File: config.mk
export PLATFORM = sky130hd
export DESIGN_NAME = pan_angle_autorange_tracker
export DESIGN_NICKNAME = d
export VERILOG_FILES = /design/src/rtl/paat_pkg.sv /design/src/rtl/pan_angle_autorange_tracker.sv
export SDC_FILE = /design/constraint.sdc
export NUM_CORES = 2
export LEC_CHECK = 0
export ABC_AREA = 1
export BUFFER_PORTS_ARGS = -buffer_cell sky130_fd_sc_hd__buf_4
export CAP_MARGIN = 5
export CORE_ASPECT_RATIO = 1.4
export CORE_MARGIN = 2
export CORE_UTILIZATION = 50
export CTS_CLUSTER_SIZE = 20
export DETAILED_ROUTE_END_ITERATION = 8
export HOLD_SLACK_MARGIN = 0.02
export PLACE_DENSITY = 0.78
export SLEW_MARGIN = 20
export SYNTH_ARGS = -nofsm -noshare
export SYNTH_HDL_FRONTEND = slang
export SYNTH_SLANG_ARGS = --single-unit
File: constraint.sdc
create_clock -name i_clk -period 16.3 [get_ports i_clk]
set_input_delay 2.445 -clock i_clk [delete_from_list [all_inputs] [get_ports i_clk]]
set_output_delay 2.445 -clock i_clk [all_outputs]
set_load 0.02 [all_outputs]
File: src/rtl/paat_pkg.sv
package paat_pkg;

    // Default structural sizes.
    localparam int RING_DEPTH_DEF  = 16;
    localparam int SAMPLE_BITS_DEF = 12;

    // Fixed field widths of the register set.
    localparam int SPAN_W   = 10;
    localparam int LIMIT_W  = 12;
    localparam int ZERO_W   = 16;
    localparam int OFFS_W   = 10;
    localparam int ANGLE_W  = 12;
    localparam int CFG_IDX_W  = 3;
    localparam int CFG_DATA_W = 16;

    // Register reset values.
    localparam logic [SPAN_W-1:0]  SPAN_RST  = 10'd360;
    localparam logic [LIMIT_W-1:0] LOWER_RST = 12'd500;
    localparam logic [LIMIT_W-1:0] RANGE_RST = 12'd1000;
    localparam logic [ZERO_W-1:0]  ZERO_RST  = 16'd1000;
    localparam logic [OFFS_W-1:0]  OFFS_RST  = 10'd179;

    // Value that the sample rings and the seen bounds start from.
    localparam int RING_FILL = 1000;

    // Rollover threshold: 10 * |sample - avg| > 7 * range.
    localparam int ROLL_NUM = 7;
    localparam int ROLL_DEN = 10;

    // Register indexes of the configuration port.
    typedef enum logic [CFG_IDX_W-1:0] {
        CFG_SPAN  = 3'd0,
        CFG_LOWER = 3'd1,
        CFG_RANGE = 3'd2,
        CFG_ZERO  = 3'd3,
        CFG_OFFS  = 3'd4
    } t_cfg_idx;

endpackage

File: src/rtl/pan_angle_autorange_tracker.sv
// Channel | Direction | Valid   | Stall   | Payload
// --------+-----------+---------+---------+-----------------------------------------------
// in      | to block  | i_valid | o_stall | i_req_type, i_raw_sample
// out     | from block| o_valid | i_stall | o_angle, o_filtered_value, o_recalibrated,
//         |           |         |         | o_refilled
// cfg     | to block  | i_cfg_we| (none)  | i_cfg_idx, i_cfg_data
//
// The rank pass ranks one ring entry per cycle against the whole ring, and one shared
// restoring divider retires one quotient bit per cycle, first for the modulus and then for
// the angle quotient. Reset is synchronous and active low; it clears the sequencer, the
// rings, the bounds, the settings and the output valid flag, but not the work registers or
// the held output data. The input is stalled for the whole time an item is being worked on.
// A finished result sits in the output register, and the next input transfer is already
// taken while it waits. A new result that finds the output register still stalled waits in
// the hand-off state.
module pan_angle_autorange_tracker
    import paat_pkg::*;
#(
    parameter int RING_DEPTH  = RING_DEPTH_DEF,   // must be a power of two
    parameter int SAMPLE_BITS = SAMPLE_BITS_DEF
) (
    input  logic                          i_clk,
    input  logic                          i_rst_n,
    // input channel
    input  logic                          i_valid,
    output logic                          o_stall,
    input  logic                          i_req_type,
    input  logic [SAMPLE_BITS-1:0]        i_raw_sample,
    // output channel
    output logic                          o_valid,
    input  logic                          i_stall,
    output logic signed [ANGLE_W-1:0]     o_angle,
    output logic [SAMPLE_BITS-1:0]        o_filtered_value,
    output logic                          o_recalibrated,
    output logic                          o_refilled,
    // configuration
    input  logic                          i_cfg_we,
    input  logic [CFG_IDX_W-1:0]          i_cfg_idx,
    input  logic [CFG_DATA_W-1:0]         i_cfg_data
);

    localparam int SB    = SAMPLE_BITS;
    localparam int IW    = $clog2(RING_DEPTH);
    localparam int CW    = IW + 1;                 // rank counts reach RING_DEPTH
    localparam int SUMW  = SB + IW;
    localparam int DW    = SB + SPAN_W;            // divider dividend width
    localparam int DCW   = $clog2(DW);
    localparam int LO_K  = RING_DEPTH / 2 - 2;
    localparam int HI_K  = RING_DEPTH / 2 + 1;

    localparam logic [SB-1:0]   FILL     = SB'(RING_FILL);
    localparam logic [SUMW-1:0] SUM_RST  = SUMW'(RING_FILL * RING_DEPTH);
    localparam logic [IW-1:0]   IDX_LAST = IW'(RING_DEPTH - 1);
    localparam logic [DCW-1:0]  DIV_LAST = DCW'(DW - 1);

    typedef enum logic [3:0] {
        S_IDLE, S_RANK, S_BOUND, S_ROLL, S_MODSET, S_MOD, S_MODFIX, S_DIV, S_FIN, S_OUT
    } t_state;

    t_state               r_state;
    logic [SB-1:0]        r_raw   [RING_DEPTH];
    logic [SB-1:0]        r_avg   [RING_DEPTH];
    logic [SUMW-1:0]      r_sum;
    logic [IW-1:0]        r_pos;
    logic [IW-1:0]        r_idx;
    logic [DCW-1:0]       r_cnt;
    logic [SB-1:0]        r_seen_upper, r_seen_lower;
    logic [SB-1:0]        r_work_lower, r_work_range;
    logic [ZERO_W-1:0]    r_work_zero;
    logic [SPAN_W-1:0]    r_span;
    logic [OFFS_W-1:0]    r_offs;
    logic [SB-1:0]        r_sample;
    logic [SB-1:0]        r_lo, r_hi;
    logic [SB-1:0]        r_rng;                   // range with zero taken as one
    logic [SB-1:0]        r_rem;
    logic [DW-1:0]        r_quo;
    logic                 r_neg;
    logic                 r_recal, r_refl;
    logic                 r_ovalid;
    logic signed [ANGLE_W-1:0] r_angle;
    logic [SB-1:0]        r_fval;
    logic                 r_orecal, r_orefl;

    // Rank of the current candidate against the whole raw ring.
    logic [SB-1:0]         cand;
    logic [RING_DEPTH-1:0] lt_vec, le_vec;
    logic [CW-1:0]         n_less, n_le;

    always_comb begin
        cand = r_raw[r_idx];
        for (int j = 0; j < RING_DEPTH; j++) begin
            lt_vec[j] = r_raw[j] <  cand;
            le_vec[j] = r_raw[j] <= cand;
        end
        n_less = CW'($countones(lt_vec));
        n_le   = CW'($countones(le_vec));
    end

    // Bound widening and recalibration test.
    logic [SB-1:0]     n_su, n_sl;
    logic              n_recal;
    logic [SB:0]       win_top;

    always_comb begin
        n_su = r_seen_upper;
        n_sl = r_seen_lower;
        if (r_hi > r_seen_upper) begin
            n_su = r_hi;
        end else if (r_lo < r_seen_lower) begin
            n_sl = r_lo;
        end
        win_top = {1'b0, r_work_range} + {1'b0, r_work_lower};
        n_recal = ({1'b0, n_su} > win_top) || (n_sl < r_work_lower);
    end

    // Average, rollover test and range.
    logic [SB-1:0]   avg, dev, eff_rng;
    logic            n_roll;

    always_comb begin
        avg     = SB'(r_sum >> IW);
        dev     = (r_sample > avg) ? r_sample - avg : avg - r_sample;
        eff_rng = (r_work_range == '0) ? SB'(1) : r_work_range;
        n_roll  = ((SB+4)'(dev) * (SB+4)'(ROLL_DEN)) > ((SB+4)'(eff_rng) * (SB+4)'(ROLL_NUM));
    end

    // Shared restoring divider step: one quotient bit per cycle.
    logic [SB:0]   d_shift;
    logic          d_ge;
    logic [SB-1:0] d_rem;

    always_comb begin
        d_shift = {r_rem, r_quo[DW-1]};
        d_ge    = d_shift >= {1'b0, r_rng};
        d_rem   = d_ge ? SB'(d_shift - {1'b0, r_rng}) : SB'(d_shift);
    end

    // Modulus correction and angle operands.
    logic [SB-1:0]      mod_val;
    logic [ZERO_W:0]    diff_mag;
    logic               diff_neg;
    logic [ANGLE_W-1:0] offs_ext;

    always_comb begin
        mod_val  = (r_neg && r_rem != '0) ? r_rng - r_rem : r_rem;
        diff_neg = (ZERO_W+1)'(avg) < (ZERO_W+1)'(r_work_zero);
        diff_mag = diff_neg ? (ZERO_W+1)'(r_work_zero) - (ZERO_W+1)'(avg)
                            : (ZERO_W+1)'(avg) - (ZERO_W+1)'(r_work_zero);
        offs_ext = {{(ANGLE_W-OFFS_W){r_offs[OFFS_W-1]}}, r_offs};
    end

    // The output register takes a new result only when it is empty or its old result leaves in the same cycle.
    logic out_load;

    assign out_load = (r_state == S_OUT) && (!r_ovalid || !i_stall);

    always_ff @(posedge i_clk) begin
        if (!i_rst_n) begin
            r_state      <= S_IDLE;
            for (int k = 0; k < RING_DEPTH; k++) begin
                r_raw[k] <= FILL;
                r_avg[k] <= FILL;
            end
            r_sum        <= SUM_RST;
            r_pos        <= '0;
            r_idx        <= '0;
            r_cnt        <= '0;
            r_seen_upper <= FILL;
            r_seen_lower <= FILL;
            r_work_lower <= SB'(LOWER_RST);
            r_work_range <= SB'(RANGE_RST);
            r_work_zero  <= ZERO_RST;
            r_span       <= SPAN_RST;
            r_offs       <= OFFS_RST;
            r_recal      <= 1'b0;
            r_refl       <= 1'b0;
            r_ovalid     <= 1'b0;
        end else begin
            r_ovalid <= out_load || (r_ovalid && i_stall);
            if (i_cfg_we) begin
                unique case (i_cfg_idx)
                    CFG_SPAN:  r_span       <= i_cfg_data[SPAN_W-1:0];
                    CFG_LOWER: r_work_lower <= SB'(i_cfg_data[LIMIT_W-1:0]);
                    CFG_RANGE: r_work_range <= SB'(i_cfg_data[LIMIT_W-1:0]);
                    CFG_ZERO:  r_work_zero  <= i_cfg_data;
                    CFG_OFFS:  r_offs       <= i_cfg_data[OFFS_W-1:0];
                    default: ;
                endcase
            end
            unique case (r_state)
                S_IDLE: begin
                    if (i_valid) begin
                        r_recal  <= 1'b0;
                        r_refl   <= 1'b0;
                        r_sample <= i_raw_sample;
                        r_idx    <= '0;
                        if (i_req_type) begin
                            r_raw[r_pos] <= i_raw_sample;
                            r_state      <= S_RANK;
                        end else begin
                            r_state <= S_MODSET;
                        end
                    end
                end
                S_RANK: begin
                    // A candidate holds sorted place k when less <= k < less-or-equal.
                    if (n_less <= CW'(LO_K) && CW'(LO_K) < n_le) r_lo <= cand;
                    if (n_less <= CW'(HI_K) && CW'(HI_K) < n_le) r_hi <= cand;
                    r_idx <= r_idx + 1'b1;
                    if (r_idx == IDX_LAST) r_state <= S_BOUND;
                end
                S_BOUND: begin
                    r_seen_upper <= n_su;
                    r_seen_lower <= n_sl;
                    if (n_recal) begin
                        r_work_zero  <= ZERO_W'(r_work_zero - ZERO_W'(r_work_lower)
                                                + ZERO_W'(n_sl));
                        r_work_lower <= n_sl;
                        r_work_range <= n_su - n_sl;
                        r_recal      <= 1'b1;
                    end
                    r_sum        <= r_sum - SUMW'(r_avg[r_pos]) + SUMW'(r_sample);
                    r_avg[r_pos] <= r_sample;
                    r_pos        <= r_pos + 1'b1;
                    r_state      <= S_ROLL;
                end
                S_ROLL: begin
                    if (n_roll) begin
                        for (int k = 0; k < RING_DEPTH; k++) r_avg[k] <= r_sample;
                        r_sum  <= SUMW'(r_sample) << IW;
                        r_refl <= 1'b1;
                    end
                    r_state <= S_MODSET;
                end
                S_MODSET: begin
                    r_rng   <= eff_rng;
                    r_neg   <= diff_neg;
                    r_rem   <= '0;
                    r_quo   <= DW'(diff_mag);
                    r_cnt   <= '0;
                    r_state <= S_MOD;
                end
                S_MOD, S_DIV: begin
                    r_rem <= d_rem;
                    r_quo <= {r_quo[DW-2:0], d_ge};
                    r_cnt <= r_cnt + 1'b1;
                    if (r_cnt == DIV_LAST) begin
                        r_state <= (r_state == S_MOD) ? S_MODFIX : S_FIN;
                    end
                end
                S_MODFIX: begin
                    r_quo   <= DW'(r_span) * DW'(mod_val);
                    r_rem   <= '0;
                    r_cnt   <= '0;
                    r_state <= S_DIV;
                end
                S_FIN: begin
                    r_state <= S_OUT;
                end
                S_OUT: begin
                    // The quotient, the average and the flags hold still while we wait.
                    if (out_load) begin
                        r_angle  <= $signed(ANGLE_W'(r_quo) - offs_ext);
                        r_fval   <= avg;
                        r_orecal <= r_recal;
                        r_orefl  <= r_refl;
                        r_state  <= S_IDLE;
                    end
                end
                default: r_state <= S_IDLE;
            endcase
        end
    end

    assign o_stall          = (r_state != S_IDLE);
    assign o_valid          = r_ovalid;
    assign o_angle          = r_angle;
    assign o_filtered_value = r_fval;
    assign o_recalibrated   = r_orecal;
    assign o_refilled       = r_orefl;

    // The bounds only ever widen from a common start.
    a_seen_order: assert property (@(posedge i_clk) disable iff (!i_rst_n)
        r_seen_upper >= r_seen_lower)
        else $error("seen bounds crossed");

    // The divider never runs with a zero divisor.
    a_rng_nonzero: assert property (@(posedge i_clk) disable iff (!i_rst_n)
        (r_state == S_MOD || r_state == S_DIV) |-> r_rng != '0)
        else $error("divider divisor is zero");

    // A new result only appears on leaving the hand-off state.
    a_out_source: assert property (@(posedge i_clk) disable iff (!i_rst_n)
        $rose(o_valid) |-> $past(r_state == S_OUT))
        else $error("result raised outside hand-off");

    // Input is held off whenever an item is in flight.
    a_busy_stall: assert property (@(posedge i_clk) disable iff (!i_rst_n)
        (r_state != S_IDLE) |-> o_stall)
        else $error("input open while busy");

endmodule

== After elaboration in Yosys (flattened, before gate mapping) ==
Memory sizes are Yosys's and may differ from the RTL's. A register that Yosys moved wholly into a read port is not among the register bits.
Index checks and enable logic that the tools add are counted.
Cells by class
  $add $sub $neg: 46
  multipliers: 3
  order comparisons: 44
  eq/ne operators: 21
  multiplexer cells: 78
  bitwise operators: 16
  reductions and logical operators: 39
Operators with widths (number)
  $mux 12: 33
  $lt 12x12->1: 18
  $le 12x12->1: 16
  $mux 16: 5
  $sub 12x12->12: 6
  $pmux 22 s3: 1
  $mux 4: 12
  $pmux 4 s9: 1
  $add 1x1->2: 16
  $add 16x12->16: 2
  $pmux 16 s2: 1
  $sub 16x12->16: 2
  $mul 12x3->15 const B: 2
  $add 2x2->3: 8
  $gt 12x12->1: 2
  $pmux 12 s2: 1
  $reduce_or 12->1: 2
  $mul 10x12->22: 1
  $mux 1: 18
  $reduce_and 3->1: 6
  $mux 17: 1
  $sub 12x16->17: 1
  $sub 16x12->17: 1
  $add 3x3->4: 4
  39 further kinds: 87
Storage, ports and cells
  register bits: 229
  memory bits (writable): 384
  input bits: 37
  logic and storage cells: 275
  memories: 2
Memory list
  r_avg: words 16, width 12, read ports 1, clocked after memory_dff 1, wr ports 16, RTL line pan_angle_autorange_tracker.sv:62  | logic [SB-1:0] r_avg [RING_DEPTH];
  r_raw: words 16, width 12, read ports 17, clocked after memory_dff 1, wr ports 16, RTL line pan_angle_autorange_tracker.sv:61  | logic [SB-1:0] r_raw [RING_DEPTH];

== Longest topological paths before layout ==
  depth in word-level cells: 10
  depth in mapped cells: 43

== Worst setup path before layout ==
Ideal clock, no wire load.
  kind: register to register
  from: reg with a tool-made name
  to: reg r_lo[0], enable pin
  setup time: 388 ps
  data arrival time: 7662 ps
  required time: 15912 ps
  path slack: 8250 ps
  cell stages (with the launch flop): 28
  clock period less this slack: 8050 ps
  cell sequence: dfxtp_1 > clkbuf_1 > buf_2 > clkbuf_1 > o21ai_0 > a21oi_1 > o22ai_1 > o21ai_0 > ha_1 > nor2_1 > nor2_1 > o21ai_0 > a2111oi_0 > a31oi_1 > fa_1 > inv_1 > fa_1 > fa_1 > inv_1 > fa_1 > inv_1 > ha_1 > fa_1 > nand2_1 > inv_1 > nor2_1 > nand3_1 > a31oi_1
RTL lines
  to (signal assigned): RTL line pan_angle_autorange_tracker.sv:207  | if (n_less <= CW'(LO_K) && CW'(LO_K) < n_le) r_lo <= cand;
  to (decl): RTL line pan_angle_autorange_tracker.sv:73  | logic [SB-1:0] r_lo, r_hi;

==> flow_metrics.py <==
metrics = {
    "outcome": {
        "outcome": "completed",
    },
    "synth": {
        "synth_compound_gate_area_share_pct": 14.5,
        "synthAdderAreaFrac_pct": 20.0,
        "yosys_register_bits": 621,
        "synth_top_cells_by_area": "edfxtp_1 33%, ha_1 14%, nand2_1 7.1%",
        "synth_xor_area_share_pct": 2.41,
        "seq_area_frac_synth_pct": 38.2,
        "synth.mux.area_fraction_pct": 2.05,
        "postSynthAreaPerCell_um2": 8.74,
        "synth-async-reset-ratio_pct": 0,
        "syn-num-nets": 5886,
        "synth_area_leader_cell": "edfxtp_1",
        "synth-warning-count": 0,
        "synthSimpleGateAreaFrac_pct": 14.8,
        "synth_top_area_share_pct": 32.6,
        "largest_family_of_logic_cells_by_synthesized_area": "adder cells",
        "post_synth_inst_count": 5205,
        "ys_types": 68,
        "ys_dominant_reg_cell": "edfxtp_1",
        "syn-cell-area_um2": 45500,
        "synth-edff-count": 493,
    },
    "sta": {
        "report.final.setup_viol": 0,
        "fin_crit_sh_pct": 56.6,
        "period_needed_ns": 9.22,
        "finalClockSkew_ns": 0.0702,
        "report.final.hold_viol_count": 0,
        "rsz_0062_raised_after_global_routing": "false",
        "setup_tns_ns": 0,
        "fmaxAchievable_mhz": 108,
        "hold_ws_ns": 0.441,
        "worst-slew-pin-transition_ns": 1.19,
        "slew_viol_final": 0,
        "timing.slew.headroom_pct": 20.8,
    },
    "final_layout": {
        "drive_gt1_share_pct": 5.82,
        "areaGrowthSynthToFinish_pct": 8.22,
        "layout.cells.most_common": "nand2_1",
        "most-common-layout-cells": "862 x nand2_1, 740 x inv_1, 514 x a21oi_1, 503 x ha_1, 493 x edfxtp_1",
        "seq_area_um2": 17400,
        "num-fill-cells": 7927,
        "postLayoutCoreUtil_pct": 54.7,
        "area_occupied_by_multi_input_gates_um2": 24500,
        "nNetsFinal": 5873,
        "n_antenna_cell": 0,
    },
    "critical_path": {
        "reg2reg_depth": 27,
        "crit_path_max_fanout": 76,
        "crit_arrival_ns": 9.48,
        "cp_num_buf_inv": 6,
        "critical_path_depth": 27,
        "crit_required_ns": 16.56,
        "criticalPathCategory": "reg2reg",
        "crit_slowest_cell": "dfxtp_4",
        "reg2reg_setup_slack_ns": 7.08,
        "slowest_delay_ns": 0.87,
        "cp-end-kind": "register",
        "worstSetupStartpointType": "register",
        "cp_top_family": "adder cells",
        "crit_path_end": "r_hi[0]$_DFFE_PP_",
        "critical_path.reg2reg.endpoint": "r_hi[0]$_DFFE_PP_",
    },
    "die": {
        "die_width_um": 259,
        "die_height_um": 361,
        "placeableCoreArea_um2": 89900,
        "fp.dieArea_um2": 93400,
        "placementRows": 130,
        "ios": 65,
        "initial_utilization_pct": 50.6,
    },
    "clock_tree": {
        "clock_pin_transition_on_the_worst_setup_and_hold_timing_paths_ns": 0.07,
        "clock_sinks": 621,
        "cts.root.buffer_cell": "clkbuf_16",
        "worstSkewPairLatency_ns": 0.70,
        "cts-resized-gates": 0,
        "tritoncts_clock_tree": "built",
        "ctsHtreeMaxLevel": 2,
        "count_of_hold_buffers_inserted_by_post_cts_repair": 0,
        "tritoncts.num_buffers": 61,
        "cts-root-to-sink-buffers": 3,
        "post_cts_setup_repair_buffer_count": 0,
    },
    "routing": {
        "final_antenna_net_count": 0,
        "post_drt_via_cell_ratio": 5.78,
        "routed-via-count": 37200,
        "detail_route.wirelength_um": 136000,
        "drt_iter0_markers": 3223,
        "detail_route.first_pass.iterations": 8,
        "wl_per_cell_um": 21.1,
        "drcViolationCount": 0,
    },
    "global_route": {
        "grt_usage_pct": 28.9,
        "initial_antenna_violation_count": 0,
        "globalRoute.totalOverflow": 0,
        "grt_max_degree": 80,
        "grt_first_pass_wirelength_um": 209000,
        "grt_pass1_vias": 37100,
    },
    "placement": {
        "portBuffers": 64,
        "gp_routability_congestion": 0.993,
        "hpwlAfterDp_um": 103000,
    },
    "run": {
        "drv.max_cap_violation_count": 0,
    },
    "hold_path": {
        "holdCritStartpoint": "r_refl$_SDFFE_PN0P_",
        "hold_depth": 0,
        "min_path_type": "reg2reg",
    },
}
## metrics by stage
step,cells,cell area (um^2),setup slack (ns)
floorplan,5205,45500,8.25
global placement,6317,47000,7.20
detailed placement,6317,47000,7.06
CTS,6433,49200,6.98
global route,6433,49200,6.47
finish,6433,49200,7.08
## final cells by class
type	instances	share of cell area [%]
inverter	755	5.77
sequential	621	35.3
multi-input combinational	3648	49.8
clock buffer	71	3.20
tap	1188	3.02
clock inverter	45	1.29
timing repair buffer	105	1.60
## synthesized netlist by cell type (84+ instances only)
cell type,count
o211ai_1,126
xor2_1,84
edfxtp_1,493
nand2_1,862
ha_1,503
inv_1,741
dfxtp_1,128
a21oi_1,514
mux2i_1,93
o21ai_0,392
fa_1,141
nor2_1,396
clkbuf_1,130
nand3_1,176
## worst min path at each step
stage / end / slack [ns]
final: o_refilled$_DFFE_PP_ / 0.44
after global routing: o_refilled$_DFFE_PP_ / 0.46
after CTS: o_refilled$_DFFE_PP_ / 0.45
after detailed placement: o_recalibrated$_DFFE_PP_ / 0.43
after global placement: o_recalibrated$_DFFE_PP_ / 0.41
after floorplan: o_refilled$_DFFE_PP_ / 0.41
## layer usage
layer  GRT usage [%]  vias up  share of wire (%)
met3            4.01      441                6.3
met5               0        -                  0
li1                -    17700                  -
met1            32.1    17700                 37
met2            52.1     1399                 50
met4            17.2        0                6.8
## sequential cells by signal (all words and copies together) (netlist names), 4 cells and up, named ones only
| signal | cells |
|---|---|
| r_avg | 192 |
| r_raw | 192 |
| r_quo | 22 |
| r_sum | 16 |
| r_work_zero | 16 |
| o_angle | 12 |
| o_filtered_value | 12 |
| r_hi | 12 |
| r_lo | 12 |
| r_rem | 12 |
| r_rng | 12 |
| r_sample | 12 |
| r_seen_lower | 12 |
| r_seen_upper | 12 |
| r_work_lower | 12 |
| r_work_range | 12 |
| r_offs | 10 |
| r_span | 10 |
| r_cnt | 5 |
| r_idx | 4 |
| r_pos | 4 |
| r_state | 4 |
## cells by family (layout without fill, tap and decap cells)
kind of cell	Yosys count	after routing
flip-flops	621	621
adder cells (fa/ha/maj)	644	644
XOR/XNOR	125	125
buffers and inverters	936	976
AND/OR/NAND/NOR	1606	1606
AO/OA/AOI/OAI	1180	1180
multiplexers	93	93
Power is not shown: default switching activity piles up to over one toggle a cycle in this logic, so the estimate is an artifact.
